### config.mk
export PLATFORM = sky130hd
export DESIGN_NAME = array_double_ended_queue
export DESIGN_NICKNAME = d
export VERILOG_FILES = /design/src/design/adeq_pkg.sv /design/src/design/adeq_ctrl.sv /design/src/design/adeq_dpath.sv /design/src/design/array_double_ended_queue.sv
export SDC_FILE = /design/constraint.sdc
export NUM_CORES = 1
export LEC_CHECK = 0
export ABC_AREA = 1
export BUFFER_PORTS_ARGS = -buffer_cell sky130_fd_sc_hd__buf_4
export CAP_MARGIN = 20
export CORE_ASPECT_RATIO = 0.75
export CORE_UTILIZATION = 25
export DETAILED_ROUTE_END_ITERATION = 10
export SLEW_MARGIN = 25
export SYNTH_ARGS = -nofsm -noshare
export SYNTH_HDL_FRONTEND = slang
export SYNTH_SLANG_ARGS = --single-unit
### constraint.sdc
create_clock -name clock -period 4.7 [get_ports clock]
set_input_delay 0.47 -clock clock [delete_from_list [all_inputs] [get_ports clock]]
set_output_delay 0.47 -clock clock [all_outputs]
set_load 0.02 [all_outputs]
### src/design/adeq_pkg.sv
// package for the array double-ended queue
// holds command and status codes and the controller/datapath interface types
// no dependencies
package adeq_pkg;

   // default number of entries in the queue array
   localparam int unsigned DEPTH_DEFAULT = 16;

   localparam int unsigned DATA_W = 32;

   // request commands
   typedef enum logic [1:0] {
      CMD_PUSH_REAR  = 2'd0,
      CMD_PUSH_FRONT = 2'd1,
      CMD_POP_FRONT  = 2'd2,
      CMD_POP_REAR   = 2'd3
   } cmd_type;

   // response status codes
   typedef enum logic [1:0] {
      STAT_OK            = 2'd0,
      STAT_REAR_OVERFLOW = 2'd1,
      STAT_FRONT_NO_ROOM = 2'd2,
      STAT_UNDERFLOW     = 2'd3
   } status_type;

   // controller to datapath commands
   typedef struct packed {
      logic       load;      // accept a transaction this cycle
      logic       wr_en;     // store the request value
      logic       rd_en;     // read out an entry
      logic       at_front;  // operate on the front end, else the rear
      status_type status;    // status code of the transaction
   } dp_cmd_type;

   // datapath to controller status
   typedef struct packed {
      logic empty;       // front and rear marks meet
      logic front_zero;  // no freed slot before the front
      logic rear_full;   // rear mark is past the last slot
   } dp_flags_type;

endpackage

### src/design/adeq_ctrl.sv
// controller for the array double-ended queue
// handles both handshakes and decodes each command against the datapath flags
// depends on adeq_pkg
module adeq_ctrl (
   input  logic                 clock,
   input  logic                 reset,
   input  logic                 req_valid,
   output logic                 req_ready,
   input  logic [1:0]           req_cmd,
   output logic                 rsp_valid,
   input  logic                 rsp_ready,
   input  adeq_pkg::dp_flags_type flags,
   output adeq_pkg::dp_cmd_type   dp_cmd
);

   typedef enum logic [1:0] {
      S_IDLE = 2'b01,
      S_HOLD = 2'b10
   } state_type;

   state_type state_ff, state_in;
   logic      load;

   // a new transaction may enter when the output register is free or draining
   assign rsp_valid = (state_ff == S_HOLD);
   assign req_ready = !rsp_valid || rsp_ready;
   assign load      = req_valid && req_ready;

   // next state
   always_comb begin
      state_in = state_ff;
      case (state_ff)
         S_IDLE: begin
            if (load) state_in = S_HOLD;
         end
         S_HOLD: begin
            if (rsp_ready && !load) state_in = S_IDLE;
         end
         default: state_in = S_IDLE;
      endcase
   end

   always_ff @(posedge clock) begin
      if (reset) state_ff <= S_IDLE;
      else       state_ff <= state_in;
   end

   // command decode against queue bounds
   always_comb begin
      dp_cmd          = '0;
      dp_cmd.load     = load;
      dp_cmd.status   = adeq_pkg::STAT_OK;
      case (adeq_pkg::cmd_type'(req_cmd))
         adeq_pkg::CMD_PUSH_REAR: begin
            dp_cmd.at_front = 1'b0;
            if (flags.rear_full) dp_cmd.status = adeq_pkg::STAT_REAR_OVERFLOW;
            else                 dp_cmd.wr_en  = load;
         end
         adeq_pkg::CMD_PUSH_FRONT: begin
            dp_cmd.at_front = 1'b1;
            if (flags.front_zero) dp_cmd.status = adeq_pkg::STAT_FRONT_NO_ROOM;
            else                  dp_cmd.wr_en  = load;
         end
         adeq_pkg::CMD_POP_FRONT: begin
            dp_cmd.at_front = 1'b1;
            if (flags.empty) dp_cmd.status = adeq_pkg::STAT_UNDERFLOW;
            else             dp_cmd.rd_en  = load;
         end
         adeq_pkg::CMD_POP_REAR: begin
            dp_cmd.at_front = 1'b0;
            if (flags.empty) dp_cmd.status = adeq_pkg::STAT_UNDERFLOW;
            else             dp_cmd.rd_en  = load;
         end
         default: dp_cmd.status = adeq_pkg::STAT_OK;
      endcase
   end

endmodule

### src/design/adeq_dpath.sv
// datapath for the array double-ended queue
// holds the entry memory, the front and rear marks and the response register
// depends on adeq_pkg
module adeq_dpath #(
   parameter int unsigned DEPTH = adeq_pkg::DEPTH_DEFAULT
) (
   input  logic                        clock,
   input  logic                        reset,
   input  logic signed [adeq_pkg::DATA_W-1:0] req_value,
   input  adeq_pkg::dp_cmd_type        dp_cmd,
   output adeq_pkg::dp_flags_type      flags,
   output logic signed [adeq_pkg::DATA_W-1:0] rsp_popped,
   output logic [1:0]                  rsp_status
);

   localparam int unsigned AW = $clog2(DEPTH);
   localparam int unsigned MW = $clog2(DEPTH + 1);

   logic [adeq_pkg::DATA_W-1:0] mem [DEPTH];

   logic [MW-1:0] front_ff, front_in;
   logic [MW-1:0] rear_ff, rear_in;
   logic [MW-1:0] front_dec, rear_dec;
   logic [AW-1:0] wr_addr, rd_addr;

   logic signed [adeq_pkg::DATA_W-1:0] popped_ff;
   adeq_pkg::status_type               status_ff;

   // bound flags
   assign flags.empty      = (front_ff == rear_ff);
   assign flags.front_zero = (front_ff == '0);
   assign flags.rear_full  = (rear_ff == MW'(DEPTH));

   assign front_dec = front_ff - MW'(1);
   assign rear_dec  = rear_ff - MW'(1);

   // slot addresses: pushes land just outside an end, pops take the end entry
   assign wr_addr = dp_cmd.at_front ? front_dec[AW-1:0] : rear_ff[AW-1:0];
   assign rd_addr = dp_cmd.at_front ? front_ff[AW-1:0]  : rear_dec[AW-1:0];

   // mark updates
   always_comb begin
      front_in = front_ff;
      rear_in  = rear_ff;
      if (dp_cmd.wr_en) begin
         if (dp_cmd.at_front) front_in = front_dec;
         else                 rear_in  = rear_ff + MW'(1);
      end else if (dp_cmd.rd_en) begin
         if (dp_cmd.at_front) front_in = front_ff + MW'(1);
         else                 rear_in  = rear_dec;
      end
   end

   always_ff @(posedge clock) begin
      if (reset) begin
         front_ff <= '0;
         rear_ff  <= '0;
      end else begin
         front_ff <= front_in;
         rear_ff  <= rear_in;
      end
   end

   // entry memory write port
   always_ff @(posedge clock) begin
      if (dp_cmd.wr_en) mem[wr_addr] <= req_value;
   end

   // registered read into the response register
   always_ff @(posedge clock) begin
      if (dp_cmd.load) begin
         if (dp_cmd.rd_en) popped_ff <= mem[rd_addr];
         else              popped_ff <= '1;
         status_ff <= dp_cmd.status;
      end
   end

   assign rsp_popped = popped_ff;
   assign rsp_status = status_ff;

endmodule

### src/design/array_double_ended_queue.sv
// top level of the array double-ended queue
// joins the controller and the datapath; depends on adeq_pkg, adeq_ctrl, adeq_dpath
//
//   channel | ports                                  | direction
//   --------+----------------------------------------+----------
//   request | req_valid req_ready req_cmd req_value  | in
//   result  | rsp_valid rsp_ready rsp_popped rsp_status | out
//
// every transaction yields one result in the cycle after acceptance
// one transaction per cycle is sustained while results are taken; the response register is the only stage
// reset empties the queue; entry contents are not cleared
// a stalled result blocks new requests until it is taken
module array_double_ended_queue #(
   parameter int unsigned DEPTH = adeq_pkg::DEPTH_DEFAULT
) (
   input  logic                                clock,
   input  logic                                reset,
   input  logic                                req_valid,
   output logic                                req_ready,
   input  logic [1:0]                          req_cmd,
   input  logic signed [adeq_pkg::DATA_W-1:0]  req_value,
   output logic                                rsp_valid,
   input  logic                                rsp_ready,
   output logic signed [adeq_pkg::DATA_W-1:0]  rsp_popped,
   output logic [1:0]                          rsp_status
);

   adeq_pkg::dp_cmd_type   dp_cmd;
   adeq_pkg::dp_flags_type flags;

   // handshake and command decode
   adeq_ctrl u_ctrl (
      .clock     (clock),
      .reset     (reset),
      .req_valid (req_valid),
      .req_ready (req_ready),
      .req_cmd   (req_cmd),
      .rsp_valid (rsp_valid),
      .rsp_ready (rsp_ready),
      .flags     (flags),
      .dp_cmd    (dp_cmd)
   );

   // storage and response register
   adeq_dpath #(
      .DEPTH (DEPTH)
   ) u_dpath (
      .clock      (clock),
      .reset      (reset),
      .req_value  (req_value),
      .dp_cmd     (dp_cmd),
      .flags      (flags),
      .rsp_popped (rsp_popped),
      .rsp_status (rsp_status)
   );

endmodule

Word-level counts from Yosys, hierarchy flattened --
Memory sizes are Yosys's and may differ from the RTL's. A register that Yosys moved wholly into a read port is not among the register bits. Index checks and enable logic that the tools add are counted.
Word-level totals: ROM bits 0, word-level logic and storage cells 56, latch bits 0, bits of input ports 38, register bits after elaboration 14, output and inout port bits 36, memory bits (writable) 512, memories 1
Memory list:
- u_dpath.mem | depth 16, bits a word 32, rd ports 1, clocked after Yosys merged registers in 1, write ports 1, line adeq_dpath.sv:19 | logic [adeq_pkg::DATA_W-1:0] mem [DEPTH];
Operators by class: equality and inequality tests 9, $mul 0, bitwise logic cells 1, muxes and demuxes 24, divide/modulo/power cells 0, add/subtract/negate cells 4, $lt $le $gt $ge 0, shift-type cells 0, reductions and logical operators 13
Operators by type and width (number):
- two-way mux 5 bit | 8
- case mux 3 bit (4 select lines) | 1
- adder 5 x 1 -> 5 bit, second input constant | 2
- subtractor 5 x 1 -> 5 bit, second input constant | 2
- two-way mux 2 bit | 4
- two-way mux 4 bit | 2
- two-way mux 1 bit | 7
- equality test 2 bit, second input constant | 3
- AND reduction 2 bit | 3
- equality test 5 bit | 1
- equality test 5 bit, second input constant | 1
- logical NOT 5 bit | 1
- equality test 2 x 1 -> 1 bit, second input constant | 2
- case mux 2 bit (2 select lines) | 1
- logical NOT 1 bit | 3
- logical AND 1 bit | 2
- logical NOT 2 bit | 1
- inequality test 2 x 1 -> 1 bit, second input constant | 1
- inequality test 2 bit, second input constant | 1
- case mux 1 bit (2 select lines) | 1
- nonzero test 2 bit | 1
- OR reduction 2 bit | 1
- logical OR 1 bit | 1
- inverter 1 bit | 1

Depth between registers and ports, before layout --
Gate-level depths: netlist (run 1).
word-level depth 8, mapped depth 14, mapped depth without buffers 14

Hierarchy --
Synthesis (run 1) repeated with hierarchy kept, for this count alone.
Unflattened totals: cell total of the unflattened synthesis 2347, area total of the unflattened synthesis 24701.2 µm²
Modules (own cells, without submodules):
- adeq_dpath | times used 1, area an instance 24462.2 µm², cells each 2307, sequential area each 16595.9 µm²
- adeq_ctrl | times used 1, area an instance 239.0 µm², cells each 40, sequential area each 40.0 µm²

Least setup slack after synthesis (run 1) --
Ideal clock, no wire load.
path kind input port to flip-flop, start point input port rsp_ready, end point memory u_dpath.mem[12][0] (netlist name) (enable), library setup time 0.421 ns, data arrival time 3.406 ns, required time 4.279 ns, path slack 0.872 ns, buffers on the path 0, cell stages on the path 8, cell sequence inv_1 -> nand2_1 -> nand2_1 -> inv_1 -> nand2_1 -> inv_1 -> nand3_1 -> nor2_1
RTL lines:
- start, declared | line array_double_ended_queue.sv:23 | input logic rsp_ready,
- end, declared | line adeq_dpath.sv:19

Worst setup path after layout (run 1) --
start point register u_dpath.rear_ff[0], end point memory u_dpath.mem[6][31] (netlist name) (enable)
On the way: word-level cells in the longest chain between the ends 5, elaborated cells on any way between the ends 6, classes of those cells eq/ne: 1; mux: 5
Ends and longest elaborated chain:
- start, declared | line adeq_dpath.sv:22 | logic [MW-1:0] rear_ff, rear_in;
- start signal, assigned | line adeq_dpath.sv:60 | rear_ff <= rear_in;
- equality test 5 bit | line adeq_dpath.sv:32 | assign flags.rear_full = (rear_ff == MW'(DEPTH));
- two-way mux 1 bit | line adeq_ctrl.sv:56 | if (flags.rear_full) dp_cmd.status = adeq_pkg::STAT_REAR_OVERFLOW;
- case mux 1 bit (2 select lines) | line adeq_ctrl.sv:53 | case (adeq_pkg::cmd_type'(req_cmd))
- two-way mux 1 bit | line adeq_dpath.sv:66 | if (dp_cmd.wr_en) mem[wr_addr] <= req_value;
- two-way mux 1 bit (implied by the code) | line adeq_dpath.sv:66
Parallel ways exist; a longest one is shown, timed or not.

==> run_results.csv, run 1 <==
group,metric,value,unit
global_routing,track_usage,12.3,%
timing,slew_headroom,28.7,%
drt,viasPerCell,4.40,
critical_path,cpPeakStageDelay,610,ps
clock_tree,numCtsBuffers,54,
timing,fin_setup_tns,0,ps
clock_tree,cts_hold_buffers,0,
floorplan,initial_core_util,25.5,%
logic_synthesis,synth_cell_types,22,
hold_path,hp-class,"in2reg",
clock_tree,cts_setup_buffers,0,
placed_design,gp_congestion,0.771,
placed_design,hpwlAfterDp,31300,um
critical_path,crit_arrival,3930,ps
logic_synthesis,synthFlopType,"edfxtp_1",
logic_synthesis,synth_top_area_share,71.3,%
placed_design,numPortBuffers,73,
floorplan,fp-row-count,95,
timing,rsz0062_at_grt,"false",
global_routing,gr-total-overflow,0,
cells_and_area,drive_gt1_share,11.2,%
power,p_leak,9.34,nW
logic_synthesis,yosysTopAreaCell,"edfxtp_1",
global_routing,grt_max_degree,233,
global_routing,grt_pass1_vias,13184,
logic_synthesis,synthTopCellsByArea,"edfxtp_1, o211ai_1, nand2_1, nand3_1, inv_1",
cells_and_area,areaGrowthSynthToFinish,16.9,%
logic_synthesis,syn_area,23000,sq um
floorplan,die-width,352,um
logic_synthesis,synth_most_common_cell,"edfxtp_1",
clock_tree,ctsResizeCount,0,
power,power,12.1,mW
critical_path,worstPathRequired,5000,ps
logic_synthesis,synth-seq-cells,558,
critical_path,critical_path.cell_chain,"inv_2 > ha_1 > nand2_1 > inv_1 > nand2_1 > nand2_1 > nand2_1 > nand2_1 > inv_1 > nand3_1 > nor2_4 > buf_12",
timing,hold_viol_final,0,
timing,fmax,275,MHz
drt,drtPass1Iterations,5,
critical_path,cp_max_fo,20,
timing,finClkSkew,31.7,ps
outcome,run_status,"finished clean",
drt,wl_per_cell,18.2,um
critical_path,cp_common_cell,"nand2_1",
drt,drt.antenna.violating_nets,0,
floorplan,die_height,265,um
cells_and_area,fin_nets,1976,
floorplan,io_pins,74,
logic_synthesis,synthCells,1875,
timing,final_max_slew_viol_count,0,
logic_synthesis,yosysSeqAreaShare,72.3,%
logic_synthesis,synth_edf_count,546,
floorplan,die_area,93200,sq um
power,vdd_drop_max,287,uV
drt,num_vias,14029,
power,powerDensity,451,nW/um^2
timing,finalCritPeriodShare,77.3,%
logic_synthesis,yosysWarnings,0,
critical_path,endpoint_kind,"flop",
clock_tree,clock_sinks,558,
cells_and_area,finalCoreUtilization,29.8,%
timing,finalSetupViolCount,0,
flow_run,drv_cap,0,
critical_path,slowest_stage,"nor2_4",
critical_path,crit_path_start_kind,"flop",
logic_synthesis,synth_common_cells,"edfxtp_1, nand2_1, inv_1, nand3_1, o211ai_1",
critical_path,path_delay_family,"simple AND/OR/NAND/NOR gates",
clock_tree,path_clk_slew,70,ps
clock_tree,clock-root-buffer,"clkbuf_16",
floorplan,core,90300,sq um
drt,drc,0,
logic_synthesis,syn_nets,1923,
logic_synthesis,synthArstFlopShare,0,%
critical_path,path_class,"reg2reg",
critical_path,worst-path-buf-inv,4,
clock_tree,cts_buffer_depth,3,
timing,period_needed,3630,ps
clock_tree,cts_tree,"built",
global_routing,grt_pass1_wl,86600,um
drt,finalWirelength,57800,um
clock_tree,htree_levels,2,
drt,drtIter0Drc,1353,
timing,tightest_slew,1070,ps
global_routing,antenna_found_initial,1,
clock_tree,clk_latency,630,ps
logic_synthesis,syn_avg_cell_area,12.3,sq um
-- cell type report --
cell class                      count  area, sq um
Clock inverter                     40          389
Inverter                          255          957
Fill cell                        9097        63500
Sequential cell                   558        16600
Timing Repair Buffer              107          966
Tap cell                         1212         1520
Multi-Input combinational cell    952         5040
Antenna cell                        1         2.50
Clock buffer                       61         1380
-- layer usage --
metal | GRT usage [%] | wire (um)
met5 | 0 | 0
met4 | 2.97 | 1000
met2 | 19.0 | 26000
met1 | 17.5 | 27000
met3 | 2.51 | 3850
-- cell usage in the layout, fill, tap and decap left out, types with 12 or more instances in the layout --
| cell type | Yosys | routed |
|---|---|---|
| clkbuf_16 | 0 | 54 |
| edfxtp_1 | 546 | 546 |
| nand2_1 | 283 | 283 |
| nand3_1 | 201 | 201 |
| o21ai_1 | 13 | 12 |
| o211ai_1 | 177 | 177 |
| buf_12 | 0 | 13 |
| o21ai_0 | 107 | 107 |
| nor2_1 | 86 | 70 |
| a21oi_1 | 56 | 56 |
| clkinv_2 | 0 | 12 |
| inv_1 | 249 | 248 |
| buf_4 | 3 | 94 |
| nor2_4 | 0 | 16 |
| dfxtp_1 | 12 | 12 |
-- where the power goes --
part	total (mW)	switching [mW]	internal (mW)	leakage (nW)
Sequential	5.65	0.0525	5.60	4.97
Combinational	2.14	1.52	0.623	3.51
Clock	4.33	1.92	2.41	0.858
-- logic make-up (layout without fill, tap and decap cells) --
| logic type | count (synthesis) | count (layout) | share of synthesized area [%] |
|---|---|---|---|
| adder cells (fa/ha/maj) | 10 | 10 | 0.544 |
| AO/OA/AOI/OAI | 356 | 356 | 9.72 |
| XOR/XNOR | 13 | 13 | 0.495 |
| other | 0 | 1 | 0 |
| buffers and inverters | 365 | 463 | 6.44 |
| AND/OR/NAND/NOR | 573 | 573 | 10.5 |
| flip-flops | 558 | 558 | 72.3 |
-- final timing paths --
| check | from | to | slack, ps | cells after the start |
|---|---|---|---|---|
| max | u_dpath.rear_ff[0]$_SDFFE_PP0P_ | u_dpath.mem[6][31]$_DFFE_PP_ | 1070 | 12 |
| min | reset | u_dpath.rear_ff[4]$_SDFFE_PP0P_ | 80 | 2 |
| max reg2reg | u_dpath.rear_ff[0]$_SDFFE_PP0P_ | u_dpath.mem[6][31]$_DFFE_PP_ | 1070 | 12 |
| min reg2reg | u_dpath.front_ff[4]$_SDFFE_PP0P_ | u_dpath.front_ff[4]$_SDFFE_PP0P_ | 530 | 2 |
-- flip-flops by register name, summed over array words and instances, names as in the netlist --
name and cells:
u_dpath.rsp_status 2, u_dpath.rear_ff 5, u_dpath.rsp_popped 32, u_dpath.mem 512
u_dpath.front_ff 5, u_ctrl.state_ff 2
-- metrics by stage --
step | area (sq um) | setup slack (ps) | cells | hold WS [ps]
final | 26900 | 1070 | 3186 | 75.5
after global routing | 26900 | 796 | 3186 | 47.0
after CTS | 26900 | 1060 | 3185 | 44.4
after detailed placement | 25100 | 967 | 3084 | 522
after global placement | 25100 | 1020 | 3084 | 513
after floorplan | 23000 | 872 | 1875 | 486
Note: power is estimated with default switching activity, not from simulation.
==> run 2, diff against run 1 <==
==> constraint.sdc (replaced) <==
create_clock -name clock -period 3.8 [get_ports clock]
set_input_delay 0.38 -clock clock [delete_from_list [all_inputs] [get_ports clock]]
set_output_delay 0.38 -clock clock [all_outputs]
set_load 0.02 [all_outputs]
==> run 2 against run 1 <==
  * First-iteration DRC count shrank 8.4%
  * Total power grew 25%
  * Combinational power grew 24%
  * Non-clock buffer count grew 26
  * Count of clock-buffer cells in the layout grew 10
  * Clock power grew 28%
  * Fmax grew 20%
  * Worst setup slack lost 290 ps
  * Flip-flop and latch count is the same
  * Critical endpoint is now u_dpath.mem[3][29]$_DFFE_PP_
  * Largest cell class unchanged
  * Largest power group unchanged
==> run_results.csv, run 2 (same netlist as run 1, synthesis figures left out) <==
group,metric,value,unit
critical_path,cp_max_fo,18,
timing,fmax,330,MHz
drt,wl_per_cell,17.9,um
power,vdd_drop_max,369,uV
critical_path,worst-path-buf-inv,5,
cells_and_area,fill_cells,9066,
drt,finalWirelength,57700,um
drt,num_vias,14122,
global_routing,antenna_found_initial,1,
clock_tree,numCtsBuffers,59,
hold_path,hp-class,"in2reg",
global_routing,grt_max_degree,184,
placed_design,numPortBuffers,73,
cells_and_area,top_register,"u_dpath.mem",
timing,final_max_slew_viol_count,0,
cells_and_area,final_common_cell,"edfxtp_1",
timing,finalSetupViolCount,0,
floorplan,core,90300,sq um
drt,drtIter0Drc,1239,
critical_path,crit_path_start_kind,"flop",
critical_path,critical_path.cell_chain,"inv_2 > ha_1 > nand2_1 > inv_1 > nand2_1 > nand2_1 > nand2_1 > nand2_1 > buf_4 > inv_1 > nand3_1 > nor2_4 > buf_12",
critical_path,crit_arrival,3320,ps
outcome,run_status,"finished clean",
cells_and_area,drive_gt1_share,12.3,%
critical_path,path_delay_family,"simple AND/OR/NAND/NOR gates",
critical_path,endpoint_kind,"flop",
critical_path,cpPeakStageDelay,520,ps
critical_path,worstPathRequired,4100,ps
timing,fin_setup_tns,0,ps
clock_tree,htree_levels,2,
cells_and_area,largest_reg_flops,512,
clock_tree,cts_buffer_depth,3,
drt,drtPass1Iterations,6,
floorplan,fp-row-count,95,
floorplan,die_area,93200,sq um
floorplan,die-width,352,um
power,powerDensity,559,nW/um^2
clock_tree,cts_setup_buffers,0,
timing,slew_headroom,34.5,%
global_routing,gr-total-overflow,0,
timing,finalCritPeriodShare,79.6,%
cells_and_area,final_cell_mix,"edfxtp_1, nand2_1, inv_1, nand3_1, o211ai_1",
floorplan,die_height,265,um
drt,drc,0,
clock_tree,clk_latency,640,ps
global_routing,track_usage,12.3,%
cells_and_area,fin_nets,2007,
critical_path,slowest_stage,"dfxtp_1",
critical_path,path_class,"reg2reg",
placed_design,gp_congestion,0.737,
floorplan,io_pins,74,
critical_path,cp_common_cell,"nand2_1",
global_routing,grt_pass1_wl,86700,um
placed_design,hpwlAfterDp,32300,um
timing,period_needed,3030,ps
power,power,15.2,mW
clock_tree,clock_sinks,558,
timing,finClkSkew,46.2,ps
timing,rsz0062_at_grt,"false",
clock_tree,path_clk_slew,60,ps
clock_tree,cts_tree,"built",
clock_tree,clock-root-buffer,"clkbuf_16",
timing,tightest_slew,981,ps
flow_run,drv_cap,0,
global_routing,grt_pass1_vias,13314,
floorplan,initial_core_util,25.5,%
drt,viasPerCell,4.38,
drt,drt.antenna.violating_nets,0,
power,p_leak,9.55,nW
cells_and_area,areaGrowthSynthToFinish,18.2,%
timing,hold_viol_final,0,
run 2: changes by cell type in the layout (fill, tap and decap cells not counted), moves of 2 or more:
cell	before	now
buf_4	94	120
bufinv_16	5	3
clkbuf_16	54	60
clkbuf_8	0	3
clkinv_1	10	18
clkinv_2	12	14
clkinv_4	5	0
clkinvlp_4	4	0
run 2: path summary, 6_finish.rpt:
kind / start / endpoint / slack, ps / cells after the start
max: u_dpath.rear_ff[0]$_SDFFE_PP0P_ / u_dpath.mem[3][29]$_DFFE_PP_ / 770 / 13
min: req_value[10] / u_dpath.mem[5][10]$_DFFE_PP_ / 40 / 1
max reg2reg: u_dpath.rear_ff[0]$_SDFFE_PP0P_ / u_dpath.mem[3][29]$_DFFE_PP_ / 770 / 13
min reg2reg: u_dpath.rear_ff[4]$_SDFFE_PP0P_ / u_dpath.rear_ff[4]$_SDFFE_PP0P_ / 540 / 2
run 2: layout make-up:
type	instances	area [sq um]	area share (%)
Multi-Input combinational cell	952	5040	18.5
Inverter	255	957	3.52
Clock inverter	40	314	1.16
Sequential cell	558	16600	61.2
Antenna cell	1	2.50	0.00920
Clock buffer	71	1570	5.78
Timing Repair Buffer	133	1150	4.23
Tap cell	1212	1520	5.58
run 2: where the power goes:
| group | switching, mW | leakage (nW) | internal [mW] |
|---|---|---|---|
| logic | 1.84 | 3.65 | 0.807 |
| clock network | 2.39 | 0.932 | 3.15 |
| registers | 0.0713 | 4.97 | 6.93 |
run 2: metrics by stage:
stage | std cells | worst slack (ps) | util (%) | hold WS [ps] | area (sq um)
4_1_cts | 3221 | 745 | 30.1 | 1.52 | 27200
5_1_grt | 3222 | 573 | 30.1 | 25.2 | 27200
6_report | 3222 | 774 | 30.1 | 38.9 | 27200
3_3_place_gp | 3109 | 566 | 28.0 | 518 | 25300
2_1_floorplan | 1875 | 1.46 | - | 449 | 23000
3_5_place_dp | 3109 | 549 | 28.0 | 522 | 25300
run 2: layer usage:
layer	up-vias	part of all wire, %	track usage, %	wire length, um
li1	6820	-	-	-
met1	6873	45	17.1	26200
met2	361	47	19.5	26800
met3	68	6.1	2.38	3540
met4	0	1.9	3.33	1090
met5	-	0	0	0
run 2: timing repair:
item	CTS	global route
hold endpoints to repair	4	0
resized for setup	0	0
hold buffers	1	0
run 2: worst register-to-register path: stages, from the launching register on:
cell,delay [ps]
dfxtp_1,520
inv_2,120
ha_1,220
nand2_1,70
inv_1,50
nand2_1,50
nand2_1,50
nand2_1,140
nand2_1,70
buf_4,180
inv_1,170
nand3_1,360
nor2_4,450
buf_12,260
